--- src/ttqc_pkg.sv ---
// ----------------------------------------------------------------------------
// ttqc_pkg: shared types and constants for the text tokenizer
// Character codes, parse modes, token operations, result and queue entry
// layouts, and the single-character token test used by the front end.
// ----------------------------------------------------------------------------
package ttqc_pkg;

   // Sizes of the configuration and result fields.
   localparam int BYTE_W             = 8;
   localparam int CAP_W              = 13;
   localparam int LEN_W              = 12;
   localparam int MAX_TOKEN_CAPACITY = 4096;
   // The length field holds 12 bits, so the capacity never goes past 4096.
   localparam int CAP_LIMIT = (MAX_TOKEN_CAPACITY < 4096) ? MAX_TOKEN_CAPACITY : 4096;
   localparam logic [CAP_W-1:0] CAP_RESET = 13'd1024;

   // One text byte causes at most this many result words.
   localparam int RES_PER_ITEM = 4;
   localparam int SLOT_W       = $clog2(RES_PER_ITEM);
   localparam int NRES_W       = $clog2(RES_PER_ITEM + 1);

   // Queue between front and back end.
   localparam int FIFO_DEPTH = 4;
   localparam int FIFO_PTR_W = $clog2(FIFO_DEPTH);
   localparam int FIFO_CNT_W = $clog2(FIFO_DEPTH + 1);

   // Register port.
   localparam int CSR_ADDR_W = 4;
   localparam int CSR_DATA_W = 32;

   // Stream widths.
   localparam int REQ_DATA_W = 8;
   localparam int RSP_DATA_W = 24;
   localparam int RSP_USER_W = 2;

   // Character codes.
   localparam logic [BYTE_W-1:0] CH_NUL    = 8'h00;
   localparam logic [BYTE_W-1:0] CH_NL     = 8'h0A;
   localparam logic [BYTE_W-1:0] CH_SPACE  = 8'h20;
   localparam logic [BYTE_W-1:0] CH_DQUOTE = 8'h22;
   localparam logic [BYTE_W-1:0] CH_HASH   = 8'h23;
   localparam logic [BYTE_W-1:0] CH_APOS   = 8'h27;
   localparam logic [BYTE_W-1:0] CH_LPAREN = 8'h28;
   localparam logic [BYTE_W-1:0] CH_RPAREN = 8'h29;
   localparam logic [BYTE_W-1:0] CH_COMMA  = 8'h2C;
   localparam logic [BYTE_W-1:0] CH_SLASH  = 8'h2F;
   localparam logic [BYTE_W-1:0] CH_COLON  = 8'h3A;
   localparam logic [BYTE_W-1:0] CH_BSLASH = 8'h5C;
   localparam logic [BYTE_W-1:0] CH_LBRACE = 8'h7B;
   localparam logic [BYTE_W-1:0] CH_RBRACE = 8'h7D;

   // Register indexes.
   typedef enum logic [1:0] {
      REG_CAPACITY      = 2'd0,
      REG_HASH_COMMENTS = 2'd1,
      REG_IGNORE_BRKTS  = 2'd2,
      REG_COLON_SINGLE  = 2'd3
   } reg_index_type;

   // Parse modes.
   typedef enum logic [2:0] {
      MODE_IDLE    = 3'd0,
      MODE_SLASH   = 3'd1,
      MODE_COMMENT = 3'd2,
      MODE_WORD    = 3'd3,
      MODE_QUOTE   = 3'd4,
      MODE_QBACK   = 3'd5
   } mode_type;

   // Token operations that one text byte expands into.
   typedef enum logic [2:0] {
      OP_NONE   = 3'd0,
      OP_KEEP   = 3'd1,
      OP_CLOSE  = 3'd2,
      OP_START  = 3'd3,
      OP_QSTART = 3'd4
   } op_type;

   typedef struct packed {
      logic [CAP_W-1:0] capacity;
      logic             hash_comments;
      logic             ignore_brackets;
      logic             colon_single;
   } cfg_type;

   typedef struct packed {
      logic              is_end;
      logic [BYTE_W-1:0] tbyte;
      logic [LEN_W-1:0]  len;
      logic              quoted;
      logic              ovf;
   } result_type;

   typedef struct packed {
      logic [NRES_W-1:0]                count;
      result_type [RES_PER_ITEM-1:0]    res;
   } bundle_type;

   // True for bytes that form a token of their own.
   function automatic logic is_single(input logic [BYTE_W-1:0] c, input cfg_type cfg);
      logic hit;
      hit = (c == CH_LBRACE) || (c == CH_RBRACE) || (c == CH_APOS) || (c == CH_COMMA);
      if (!cfg.ignore_brackets && ((c == CH_LPAREN) || (c == CH_RPAREN))) begin
         hit = 1'b1;
      end
      if (cfg.colon_single && (c == CH_COLON)) begin
         hit = 1'b1;
      end
      return hit;
   endfunction

endpackage

--- src/ttqc_front.sv ---
// ----------------------------------------------------------------------------
// ttqc_front: byte classifier and token state
// Takes one text byte a cycle while the queue is not full, runs the parse mode
// machine, and turns the byte into a bundle of up to four finished result words for the queue.
// ----------------------------------------------------------------------------
module ttqc_front (
   input  logic                        clock,
   input  logic                        reset,
   input  ttqc_pkg::cfg_type           cfg,
   input  logic                        in_valid,
   output logic                        in_ready,
   input  logic [ttqc_pkg::BYTE_W-1:0] in_byte,
   input  logic                        fifo_full,
   output logic                        push,
   output ttqc_pkg::bundle_type        push_data
);

   ttqc_pkg::mode_type                  mode_ff, mode_in;
   logic [ttqc_pkg::LEN_W-1:0]          cnt_ff, cnt_in;
   logic                                ovf_ff, ovf_in;
   logic                                quoted_ff, quoted_in;

   ttqc_pkg::op_type [ttqc_pkg::RES_PER_ITEM-1:0]                    ops;
   logic [ttqc_pkg::RES_PER_ITEM-1:0][ttqc_pkg::BYTE_W-1:0]          ops_byte;

   logic [ttqc_pkg::CAP_W-1:0]          cap_eff;
   logic [ttqc_pkg::NRES_W-1:0]         acc_n;
   ttqc_pkg::result_type [ttqc_pkg::RES_PER_ITEM-1:0] acc_res;

   logic accept;
   logic is_ws, is_sng, is_slash, is_hash, is_dq, is_bs, is_nul, is_nl;

   // Handshake: the front stalls only on a full queue.
   assign in_ready = !fifo_full;
   assign accept   = in_valid && !fifo_full;

   // Byte classes.
   assign is_ws    = (in_byte <= ttqc_pkg::CH_SPACE);
   assign is_sng   = ttqc_pkg::is_single(in_byte, cfg);
   assign is_slash = (in_byte == ttqc_pkg::CH_SLASH);
   assign is_hash  = (in_byte == ttqc_pkg::CH_HASH) && cfg.hash_comments;
   assign is_dq    = (in_byte == ttqc_pkg::CH_DQUOTE);
   assign is_bs    = (in_byte == ttqc_pkg::CH_BSLASH);
   assign is_nul   = (in_byte == ttqc_pkg::CH_NUL);
   assign is_nl    = (in_byte == ttqc_pkg::CH_NL);

   // Capacity limited to what the length field can hold.
   assign cap_eff = (cfg.capacity > ttqc_pkg::CAP_W'(ttqc_pkg::CAP_LIMIT)) ?
                    ttqc_pkg::CAP_W'(ttqc_pkg::CAP_LIMIT) : cfg.capacity;

   // Next parse mode.
   always_comb begin
      mode_in = ttqc_pkg::MODE_IDLE;
      unique case (mode_ff)
         ttqc_pkg::MODE_SLASH: begin
            priority if (is_slash)      mode_in = ttqc_pkg::MODE_COMMENT;
            else if (is_ws || is_sng)   mode_in = ttqc_pkg::MODE_IDLE;
            else                        mode_in = ttqc_pkg::MODE_WORD;
         end
         ttqc_pkg::MODE_COMMENT: begin
            mode_in = (is_nul || is_nl) ? ttqc_pkg::MODE_IDLE : ttqc_pkg::MODE_COMMENT;
         end
         ttqc_pkg::MODE_WORD: begin
            mode_in = (is_ws || is_sng) ? ttqc_pkg::MODE_IDLE : ttqc_pkg::MODE_WORD;
         end
         ttqc_pkg::MODE_QUOTE: begin
            priority if (is_nul || is_dq) mode_in = ttqc_pkg::MODE_IDLE;
            else if (is_bs)               mode_in = ttqc_pkg::MODE_QBACK;
            else                          mode_in = ttqc_pkg::MODE_QUOTE;
         end
         ttqc_pkg::MODE_QBACK: begin
            priority if (is_dq) mode_in = ttqc_pkg::MODE_QUOTE;
            else if (is_nul)    mode_in = ttqc_pkg::MODE_IDLE;
            else if (is_bs)     mode_in = ttqc_pkg::MODE_QBACK;
            else                mode_in = ttqc_pkg::MODE_QUOTE;
         end
         default: begin
            // Idle, and any unused code, which behaves as idle.
            priority if (is_ws) mode_in = ttqc_pkg::MODE_IDLE;
            else if (is_slash)  mode_in = ttqc_pkg::MODE_SLASH;
            else if (is_hash)   mode_in = ttqc_pkg::MODE_COMMENT;
            else if (is_dq)     mode_in = ttqc_pkg::MODE_QUOTE;
            else if (is_sng)    mode_in = ttqc_pkg::MODE_IDLE;
            else                mode_in = ttqc_pkg::MODE_WORD;
         end
      endcase
   end

   // Token operations caused by this byte, in order.
   always_comb begin
      ops      = {ttqc_pkg::RES_PER_ITEM{ttqc_pkg::OP_NONE}};
      ops_byte = {ttqc_pkg::RES_PER_ITEM{in_byte}};
      unique case (mode_ff)
         ttqc_pkg::MODE_SLASH: begin
            if (!is_slash) begin
               // The waiting slash opens a word; the byte extends it, or closes it and may be a token itself.
               ops[0]      = ttqc_pkg::OP_START;
               ops_byte[0] = ttqc_pkg::CH_SLASH;
               priority if (is_ws) begin
                  ops[1] = ttqc_pkg::OP_CLOSE;
               end else if (is_sng) begin
                  ops[1] = ttqc_pkg::OP_CLOSE;
                  ops[2] = ttqc_pkg::OP_START;
                  ops[3] = ttqc_pkg::OP_CLOSE;
               end else begin
                  ops[1] = ttqc_pkg::OP_KEEP;
               end
            end
         end
         ttqc_pkg::MODE_COMMENT: begin
            ops[0] = ttqc_pkg::OP_NONE;
         end
         ttqc_pkg::MODE_WORD: begin
            priority if (is_ws) begin
               ops[0] = ttqc_pkg::OP_CLOSE;
            end else if (is_sng) begin
               ops[0] = ttqc_pkg::OP_CLOSE;
               ops[1] = ttqc_pkg::OP_START;
               ops[2] = ttqc_pkg::OP_CLOSE;
            end else begin
               ops[0] = ttqc_pkg::OP_KEEP;
            end
         end
         ttqc_pkg::MODE_QUOTE: begin
            priority if (is_nul || is_dq) begin
               ops[0] = ttqc_pkg::OP_CLOSE;
            end else if (is_bs) begin
               ops[0] = ttqc_pkg::OP_NONE;
            end else begin
               ops[0] = ttqc_pkg::OP_KEEP;
            end
         end
         ttqc_pkg::MODE_QBACK: begin
            ops[0] = ttqc_pkg::OP_KEEP;
            if (is_dq) begin
               // Escaped quote.
               ops_byte[0] = ttqc_pkg::CH_DQUOTE;
            end else begin
               // The backslash is kept; the byte is then kept too, ends the token (NUL), or waits (backslash).
               ops_byte[0] = ttqc_pkg::CH_BSLASH;
               priority if (is_nul) begin
                  ops[1] = ttqc_pkg::OP_CLOSE;
               end else if (is_bs) begin
                  ops[1] = ttqc_pkg::OP_NONE;
               end else begin
                  ops[1] = ttqc_pkg::OP_KEEP;
               end
            end
         end
         default: begin
            priority if (is_ws || is_slash || is_hash) begin
               ops[0] = ttqc_pkg::OP_NONE;
            end else if (is_dq) begin
               ops[0] = ttqc_pkg::OP_QSTART;
            end else if (is_sng) begin
               ops[0] = ttqc_pkg::OP_START;
               ops[1] = ttqc_pkg::OP_CLOSE;
            end else begin
               ops[0] = ttqc_pkg::OP_START;
            end
         end
      endcase
   end

   // Walk the operations: count kept bytes, drop those past capacity, and
   // pack the produced results without gaps.
   always_comb begin
      cnt_in    = cnt_ff;
      ovf_in    = ovf_ff;
      quoted_in = quoted_ff;
      acc_n     = '0;
      acc_res   = '0;
      for (int i = 0; i < ttqc_pkg::RES_PER_ITEM; i++) begin
         if ((ops[i] == ttqc_pkg::OP_START) || (ops[i] == ttqc_pkg::OP_QSTART)) begin
            cnt_in    = '0;
            ovf_in    = 1'b0;
            quoted_in = (ops[i] == ttqc_pkg::OP_QSTART);
         end
         if ((ops[i] == ttqc_pkg::OP_START) || (ops[i] == ttqc_pkg::OP_KEEP)) begin
            if (({1'b0, cnt_in} + ttqc_pkg::CAP_W'(1)) < cap_eff) begin
               acc_res[acc_n[ttqc_pkg::SLOT_W-1:0]].is_end = 1'b0;
               acc_res[acc_n[ttqc_pkg::SLOT_W-1:0]].tbyte  = ops_byte[i];
               acc_n  = acc_n + ttqc_pkg::NRES_W'(1);
               cnt_in = cnt_in + ttqc_pkg::LEN_W'(1);
            end else begin
               ovf_in = 1'b1;
            end
         end
         if (ops[i] == ttqc_pkg::OP_CLOSE) begin
            acc_res[acc_n[ttqc_pkg::SLOT_W-1:0]].is_end = 1'b1;
            acc_res[acc_n[ttqc_pkg::SLOT_W-1:0]].len    = cnt_in;
            acc_res[acc_n[ttqc_pkg::SLOT_W-1:0]].quoted = quoted_in;
            acc_res[acc_n[ttqc_pkg::SLOT_W-1:0]].ovf    = ovf_in;
            acc_n     = acc_n + ttqc_pkg::NRES_W'(1);
            cnt_in    = '0;
            ovf_in    = 1'b0;
            quoted_in = 1'b0;
         end
      end
   end

   // Queue write: only bytes that produce results take an entry.
   assign push            = accept && (acc_n != '0);
   assign push_data.count = acc_n;
   assign push_data.res   = acc_res;

   // Parse state.
   always_ff @(posedge clock) begin
      if (reset) begin
         mode_ff   <= ttqc_pkg::MODE_IDLE;
         cnt_ff    <= '0;
         ovf_ff    <= 1'b0;
         quoted_ff <= 1'b0;
      end else if (accept) begin
         mode_ff   <= mode_in;
         cnt_ff    <= cnt_in;
         ovf_ff    <= ovf_in;
         quoted_ff <= quoted_in;
      end
   end

endmodule

--- src/ttqc_fifo.sv ---
// ----------------------------------------------------------------------------
// ttqc_fifo: result bundle queue
// Short queue of result bundles that lets the front end and the output
// serializer stall independently.
// ----------------------------------------------------------------------------
module ttqc_fifo (
   input  logic                 clock,
   input  logic                 reset,
   input  logic                 push,
   input  ttqc_pkg::bundle_type push_data,
   output logic                 full,
   input  logic                 pop,
   output ttqc_pkg::bundle_type head,
   output logic                 empty
);

   ttqc_pkg::bundle_type              store_ff [ttqc_pkg::FIFO_DEPTH];
   logic [ttqc_pkg::FIFO_PTR_W-1:0]   wr_ptr_ff, wr_ptr_in;
   logic [ttqc_pkg::FIFO_PTR_W-1:0]   rd_ptr_ff, rd_ptr_in;
   logic [ttqc_pkg::FIFO_CNT_W-1:0]   count_ff, count_in;

   assign full  = (count_ff == ttqc_pkg::FIFO_CNT_W'(ttqc_pkg::FIFO_DEPTH));
   assign empty = (count_ff == '0);
   assign head  = store_ff[rd_ptr_ff];

   // Pointer and fill level update.
   always_comb begin
      wr_ptr_in = push ? wr_ptr_ff + ttqc_pkg::FIFO_PTR_W'(1) : wr_ptr_ff;
      rd_ptr_in = pop  ? rd_ptr_ff + ttqc_pkg::FIFO_PTR_W'(1) : rd_ptr_ff;
      unique case ({push, pop})
         2'b10:   count_in = count_ff + ttqc_pkg::FIFO_CNT_W'(1);
         2'b01:   count_in = count_ff - ttqc_pkg::FIFO_CNT_W'(1);
         default: count_in = count_ff;
      endcase
   end

   always_ff @(posedge clock) begin
      if (reset) begin
         wr_ptr_ff <= '0;
         rd_ptr_ff <= '0;
         count_ff  <= '0;
      end else begin
         wr_ptr_ff <= wr_ptr_in;
         rd_ptr_ff <= rd_ptr_in;
         count_ff  <= count_in;
      end
   end

   // Entry storage.
   always_ff @(posedge clock) begin
      if (push) begin
         store_ff[wr_ptr_ff] <= push_data;
      end
   end

`ifndef ASSERT_OFF
   a_no_push_when_full: assert property (@(posedge clock) disable iff (reset)
      push |-> !full)
      else $error("bundle pushed into a full queue");

   a_no_pop_when_empty: assert property (@(posedge clock) disable iff (reset)
      pop |-> !empty)
      else $error("bundle popped from an empty queue");

   a_bundle_count_range: assert property (@(posedge clock) disable iff (reset)
      push |-> ((push_data.count != '0) &&
                (push_data.count <= ttqc_pkg::NRES_W'(ttqc_pkg::RES_PER_ITEM))))
      else $error("bundle with an impossible result count");
`endif

endmodule

--- src/ttqc_back.sv ---
// ----------------------------------------------------------------------------
// ttqc_back: result serializer
// Steps through the results of the bundle at the queue head, one word per
// cycle while out_ready allows, into the output register, and marks the last word of each byte.
// ----------------------------------------------------------------------------
module ttqc_back (
   input  logic                 clock,
   input  logic                 reset,
   input  ttqc_pkg::bundle_type head,
   input  logic                 empty,
   output logic                 pop,
   output logic                 out_valid,
   input  logic                 out_ready,
   output ttqc_pkg::result_type out_res,
   output logic                 out_last
);

   logic [ttqc_pkg::SLOT_W-1:0] slot_ff, slot_in;
   logic                        valid_ff, valid_in;
   ttqc_pkg::result_type        res_ff;
   logic                        last_ff;

   logic load;
   logic last_slot;

   // The output register loads whenever the queue has a bundle and the register is empty or being drained.
   assign load      = !empty && (!valid_ff || out_ready);
   assign last_slot = ((ttqc_pkg::NRES_W'(slot_ff) + ttqc_pkg::NRES_W'(1)) == head.count);
   assign pop       = load && last_slot;

   always_comb begin
      slot_in  = slot_ff;
      valid_in = valid_ff;
      if (load) begin
         slot_in  = last_slot ? '0 : slot_ff + ttqc_pkg::SLOT_W'(1);
         valid_in = 1'b1;
      end else if (out_ready) begin
         valid_in = 1'b0;
      end
   end

   always_ff @(posedge clock) begin
      if (reset) begin
         slot_ff  <= '0;
         valid_ff <= 1'b0;
      end else begin
         slot_ff  <= slot_in;
         valid_ff <= valid_in;
      end
   end

   // Output word.
   always_ff @(posedge clock) begin
      if (load) begin
         res_ff  <= head.res[slot_ff];
         last_ff <= last_slot;
      end
   end

   assign out_valid = valid_ff;
   assign out_res   = res_ff;
   assign out_last  = last_ff;

endmodule

--- src/text_tokenizer_quotes_comments.sv ---
// The result words of an accepted byte pass through the bundle queue and the output register.
// Throughput: one text byte a cycle in while the queue has room, one result word a cycle out
// while rsp_tready allows; a k-word byte holds the output for its k words; the 4-entry bundle queue absorbs bursts.
// Bytes that make no words (whitespace, comments, waiting slash) never touch the queue.
// Reset is synchronous and active high: it clears the parse state, the queue and the
// output register, and sets the registers to capacity 1024 with all flags off.
// ----------------------------------------------------------------------------
// text_tokenizer_quotes_comments: streaming text tokenizer
// Splits a stream of text bytes into word, quoted and single-character tokens,
// skipping comments, with a register port for capacity and syntax options.
// ----------------------------------------------------------------------------
module text_tokenizer_quotes_comments (
   input  logic                            clock,
   input  logic                            reset,
   // Input stream.
   input  logic                            req_tvalid,
   output logic                            req_tready,
   input  logic [ttqc_pkg::REQ_DATA_W-1:0] req_tdata,   // [7:0] text_byte
   // Result stream.
   output logic                            rsp_tvalid,
   input  logic                            rsp_tready,
   // [7:0] token_byte, [19:8] token_length, [20] quoted_token,
   // [21] overflow_flag, [23:22] zero
   output logic [ttqc_pkg::RSP_DATA_W-1:0] rsp_tdata,
   output logic [ttqc_pkg::RSP_USER_W-1:0] rsp_tuser,   // [0] byte_valid, [1] end_of_token
   output logic                            rsp_tlast,   // last_of_input
   // Register port.
   input  logic                            csr_psel,
   input  logic                            csr_penable,
   input  logic                            csr_pwrite,
   input  logic [ttqc_pkg::CSR_ADDR_W-1:0] csr_paddr,
   input  logic [ttqc_pkg::CSR_DATA_W-1:0] csr_pwdata,
   output logic [ttqc_pkg::CSR_DATA_W-1:0] csr_prdata,
   output logic                            csr_pready
);

   ttqc_pkg::cfg_type       cfg_ff, cfg_in;
   ttqc_pkg::reg_index_type reg_sel;
   logic                    csr_write;

   logic                    fifo_full, fifo_empty, push, pop;
   ttqc_pkg::bundle_type    push_data, head;
   ttqc_pkg::result_type    out_res;

   // Register port decode.
   assign csr_pready = 1'b1;
   assign csr_write  = csr_psel && csr_penable && csr_pwrite && csr_pready;
   assign reg_sel    = ttqc_pkg::reg_index_type'(csr_paddr[3:2]);

   always_comb begin
      cfg_in = cfg_ff;
      if (csr_write) begin
         unique case (reg_sel)
            ttqc_pkg::REG_CAPACITY:      cfg_in.capacity = csr_pwdata[ttqc_pkg::CAP_W-1:0];
            ttqc_pkg::REG_HASH_COMMENTS: cfg_in.hash_comments   = csr_pwdata[0];
            ttqc_pkg::REG_IGNORE_BRKTS:  cfg_in.ignore_brackets = csr_pwdata[0];
            ttqc_pkg::REG_COLON_SINGLE:  cfg_in.colon_single    = csr_pwdata[0];
            default:                     cfg_in = cfg_ff;
         endcase
      end
   end

   always_ff @(posedge clock) begin
      if (reset) begin
         cfg_ff.capacity        <= ttqc_pkg::CAP_RESET;
         cfg_ff.hash_comments   <= 1'b0;
         cfg_ff.ignore_brackets <= 1'b0;
         cfg_ff.colon_single    <= 1'b0;
      end else begin
         cfg_ff <= cfg_in;
      end
   end

   // Register read back.
   always_comb begin
      csr_prdata = '0;
      unique case (reg_sel)
         ttqc_pkg::REG_CAPACITY:
            csr_prdata = ttqc_pkg::CSR_DATA_W'(cfg_ff.capacity);
         ttqc_pkg::REG_HASH_COMMENTS:
            csr_prdata = ttqc_pkg::CSR_DATA_W'(cfg_ff.hash_comments);
         ttqc_pkg::REG_IGNORE_BRKTS:
            csr_prdata = ttqc_pkg::CSR_DATA_W'(cfg_ff.ignore_brackets);
         ttqc_pkg::REG_COLON_SINGLE:
            csr_prdata = ttqc_pkg::CSR_DATA_W'(cfg_ff.colon_single);
         default:
            csr_prdata = '0;
      endcase
   end

   // Front end: classify bytes and build result bundles.
   ttqc_front u_front (
      .clock     (clock),
      .reset     (reset),
      .cfg       (cfg_ff),
      .in_valid  (req_tvalid),
      .in_ready  (req_tready),
      .in_byte   (req_tdata[ttqc_pkg::BYTE_W-1:0]),
      .fifo_full (fifo_full),
      .push      (push),
      .push_data (push_data)
   );

   ttqc_fifo u_fifo (
      .clock     (clock),
      .reset     (reset),
      .push      (push),
      .push_data (push_data),
      .full      (fifo_full),
      .pop       (pop),
      .head      (head),
      .empty     (fifo_empty)
   );

   // Back end: one result word per cycle while rsp_tready allows.
   ttqc_back u_back (
      .clock     (clock),
      .reset     (reset),
      .head      (head),
      .empty     (fifo_empty),
      .pop       (pop),
      .out_valid (rsp_tvalid),
      .out_ready (rsp_tready),
      .out_res   (out_res),
      .out_last  (rsp_tlast)
   );

   // Pack the result word.
   assign rsp_tdata = {2'b00, out_res.ovf, out_res.quoted, out_res.len, out_res.tbyte};
   assign rsp_tuser = {out_res.is_end, !out_res.is_end};

endmodule
--- config.mk ---
export PLATFORM = sky130hd
export DESIGN_NAME = text_tokenizer_quotes_comments
export DESIGN_NICKNAME = d
export VERILOG_FILES = /design/src/ttqc_pkg.sv /design/src/ttqc_front.sv /design/src/ttqc_fifo.sv /design/src/ttqc_back.sv /design/src/text_tokenizer_quotes_comments.sv
export SDC_FILE = /design/constraint.sdc
export NUM_CORES = 1
export LEC_CHECK = 0
export ABC_AREA = 0
export BUFFER_PORTS_ARGS = -buffer_cell sky130_fd_sc_hd__buf_2
export CAP_MARGIN = 20
export CORE_MARGIN = 3
export CORE_UTILIZATION = 55
export DETAILED_ROUTE_END_ITERATION = 16
export GPL_TIMING_DRIVEN = 0
export PLACE_DENSITY = 0.73
export SLEW_MARGIN = 20
export SYNTH_ARGS = -nofsm -noshare
export SYNTH_HDL_FRONTEND = slang
export SYNTH_SLANG_ARGS = --single-unit
--- constraint.sdc ---
create_clock -name clock -period 21.9 [get_ports clock]
set_input_delay 1.095 -clock clock [delete_from_list [all_inputs] [get_ports clock]]
set_output_delay 1.095 -clock clock [all_outputs]
set_load 0.1 [all_outputs]
==> impl_results.md <==
- Initial antenna violation count: 1
- Remaining antenna violation count: 0
- Slack of the worst reg-to-reg path: 2.38 ns
- Routability-driven placement congestion ratio: 0.953
- Total die area: 0.0416 mm^2
- Total number of nets in the final design: 1,777
- Gates resized, CTS repair: 0
- Final critical-path required period: 19.99 ns
- Endpoint required time on the critical path: 22.39 ns
- Critical path class: in -> reg
- Register bit total from synthesis: 449
- Count of buffers from port buffering: 66
- Switching share of power: 33.6%
- Max Clock Freq: 0.0500 GHz
- Post-synthesis cell type count: 83
- DIE WIDTH: 204 um
- Minimum hold slack: 0.475 ns
- Non-filler cells in the finished layout: 2,203
- Count of clock tree sinks: 449
- Total via count after detailed routing: 14,000
- Via count of the first global-routing pass: 13,600
- Total I/O pin count: 113
- Count of fill cells added during filler insertion: 2,744
- Slowest cell delay on critical path: 0.67 ns
- Number of standard cells after synthesis: 1,515
- Postcts setup bufs: 0
- Data arrival time at the worst-slack endpoint: 20.49 ns
- Std-Cell Core Area: 0.0381 mm^2
- Die height: 204 um
- FP Rows: 71
- Internal power summed over all cells: 0.00178 W
- Number of DRC markers after the initial detailed-route iteration: 1,585
- Wire length of the first global-routing pass: 84,800 um
- Routed Wire Length: 56,200 um
- Share of power burned in combinational logic: 29.9%
- CTS Buf Count: 46
- Netlist area before placement: 0.0216 mm^2
- Proportion of layout cells with a drive suffix above 1: 20.0%
- Net Switching: 0.000903 W
- Number of setup violations in the final report: 0
- Clock latency at the later pin of the worst-skew pair: 0.59 ns
- Number of failing hold endpoints at the final stage: 0
- Global routing usage summed across all routing layers: 27.5%
- Detailed-router iteration count before antenna repair: 5
- Max-capacitance violation count: 0
- Final Power: 0.00268 W
- Worst ir drop on vdd: 0.0000711 V
- Top-area cell type share of the netlist area: 56.3%
- CTS H-tree lvls: 2
- Post-layout util: 63.8%
- DP Cell Count: 2,123
- Kind of end point of the critical path: flip-flop
- Number of vias per cell after detailed routing: 6.34
- Worst max-slew margin expressed relative to the limit: 24.6%
- Worst setup SP type: input port
- Power density of the placed cells: 110 mW/mm^2
- Outcome: complete, no violations
- Post-CTS Hold Buffers: 0
- Post-CTS clock slew at the launch and capture registers of the worst setup and hold paths: 0.06 ns
- Leading area contributor after synthesis: sky130_fd_sc_hd__edfxtp_1
- Unrepaired setup endpoints after global routing: false
- DRC: 0
- Syn Area/Cell: 14.2 um^2
- Detailed placement HPWL: 37,800 um
- Min-Delay Path Class: reg -> reg
- Wirelength per Cell: 25.5 um
- Sequential-to-total area share from yosys stat: 60.5%
- Clock share of power: 28.2%
- Final setup skew: 0.0276 ns
- Clock tree from TritonCTS: yes
- Area added between synthesis and finish: 12.8%
- Sequential share of power: 42.0%
- Top cells by area in the synthesized netlist: sky130_fd_sc_hd__edfxtp_1, sky130_fd_sc_hd__mux4_2, sky130_fd_sc_hd__dfxtp_1
- Library cell appearing most often on the critical path: sky130_fd_sc_hd__ha_1
- Lkg Pwr: 8.39 nW
- Slew at the pin closest to its max-slew limit: 1.13 ns
- Number of enable-type register cells in the synthesized netlist: 404
- Number of warning messages in the yosys log: 0
- Maximum count of clock buffers along a single path: 3
- Post-synth top flop: sky130_fd_sc_hd__edfxtp_1
- Largest fanout of any net on the critical path: 11
- Final Cycle Share: 91.3%
- Setup TNS: 0 ns
- Async S/R FF share, synth: 0%
- Slowest cell on crit path: sky130_fd_sc_hd__nor3_2
- Maximum number of pins on one net before global-route repair: 46
- Number of pins with negative max-slew slack in the final report: 0
- Starting utilization of the core area: 56.6%
- Library cell used as clock root buffer: sky130_fd_sc_hd__clkbuf_16
- Total congestion overflow: 0
==> cells in the mapped netlist, drive strengths merged, types with 4 or more instances <==
cell / number
xor2: 22
a21o: 15
a211oi: 8
o221ai: 5
nand3: 31
nand3b: 6
edfxtp: 404
and2: 47
or2: 6
mux2i: 12
a22oi: 17
a21oi: 67
a22o: 5
mux4: 119
nand2: 125
nor2: 120
clkbuf: 61
nor3b: 4
dfxtp: 45
ha: 65
nand2b: 12
o211ai: 10
and3: 11
or4: 4
mux2: 6
nand4: 10
nor2b: 11
o21a: 10
or3: 12
o21ai: 36
inv: 32
nor4: 6
nor3: 28
o22ai: 18
a32oi: 6
buf: 47
xnor2: 25
a31oi: 6
==> final cells by class <==
| cell class | instances | area, um^2 | area share (%) |
|---|---|---|---|
| multi-input combinational | 945 | 7980 | 32.8 |
| sequential | 449 | 13000 | 53.6 |
| tap | 511 | 639 | 2.63 |
| clock inverter | 23 | 225 | 0.926 |
| timing repair buffer | 77 | 588 | 2.42 |
| antenna | 1 | 2.50 | 0.0103 |
| buffer | 108 | 523 | 2.15 |
| inverter | 33 | 124 | 0.509 |
| clock buffer | 56 | 1210 | 4.97 |
==> worst max-delay path: cells and delay by family <==
kind                       cells  cell delay (ns)
and+or+nand+nor               28             7.05
AOI/OAI and AO/OA             16             4.63
buffers and inverters         13             3.09
adders and majority gates     10             2.85
xor gates and xnor gates       5             1.11
muxes                          2             0.61
==> power by group through the flow <==
| stage | registers [W] | clock network (W) | logic (W) |
|---|---|---|---|
| final | 0.00113 | 0.000755 | 0.000801 |
| after global routing | 0.00114 | 0.000798 | 0.000848 |
| after CTS | 0.00113 | 0.000766 | 0.000807 |
| after detailed placement | 0.00114 | 0 | 0.000799 |
| after global placement | 0.00115 | 0 | 0.000767 |
| after floorplan | 0.00132 | 0 | 0.000415 |
==> worst paths after layout <==
check                                   from                               to  cells after the start
max                             req_tdata[6]  u_fifo.count_ff[2]$_SDFFE_PP0P_                     74
min                  cfg_ff[14]$_SDFFE_PP0P_          cfg_ff[14]$_SDFFE_PP0P_                      2
max reg2reg  u_front.mode_ff[0]$_SDFFE_PP0P_  u_fifo.count_ff[2]$_SDFFE_PP0P_                     74
min reg2reg          cfg_ff[14]$_SDFFE_PP0P_          cfg_ff[14]$_SDFFE_PP0P_                      2
==> layer usage <==
metal,vias up,wire (um),track usage (%)
li1,6120,-,-
met1,6975,21600,36.8
met2,729,27800,45.8
met3,140,4630,4.35
met4,2,2170,10.7
met5,-,17,0
==> cell families after synthesis <==
family                   synth area share [%]
adder cells (fa/ha/maj)                  3.87
XOR/XNOR                                 1.91
buffers and inverters                    2.95
flip-flops                               60.5
other                                  0.0348
multiplexers                             13.3
AO/OA/AOI/OAI                            7.39
AND/OR/NAND/NOR                          10.1
==> registers in the layout (all words and copies together) (netlist names), named ones only <==
register           flops
u_fifo.rd_ptr_ff       2
u_fifo.count_ff        3
u_front.quoted_ff      1
u_back.slot_ff         2
u_fifo.store_ff      380
u_front.mode_ff        3
cfg_ff                16
u_back.out_valid       1
u_front.ovf_ff         1
u_back.out_last        1
u_front.cnt_ff        12
u_back.out_res        23
u_fifo.wr_ptr_ff       2
==> metrics by stage <==
| step | cell area, um^2 | setup slack (ns) |
|---|---|---|
| after floorplan | 21600 | 4.52 |
| after global placement | 22600 | -0.921 |
| after detailed placement | 22900 | 1.84 |
| after CTS | 24300 | 2.33 |
| after global routing | 24300 | 0.693 |
| final | 24300 | 1.91 |
==> placed cells by master (no fill, tap or decap), types with 30 or more instances in the layout <==
cell type / instances
sky130_fd_sc_hd__a21oi_1: 65
sky130_fd_sc_hd__and2_1: 42
sky130_fd_sc_hd__buf_2: 78
sky130_fd_sc_hd__clkbuf_1: 68
sky130_fd_sc_hd__clkbuf_16: 46
sky130_fd_sc_hd__dfxtp_1: 45
sky130_fd_sc_hd__edfxtp_1: 404
sky130_fd_sc_hd__ha_1: 65
sky130_fd_sc_hd__inv_1: 30
sky130_fd_sc_hd__mux4_2: 119
sky130_fd_sc_hd__nand2_1: 125
sky130_fd_sc_hd__nand3_1: 30
sky130_fd_sc_hd__nor2_1: 120
sky130_fd_sc_hd__o21ai_0: 32
(Power assumes the default switching activity.)
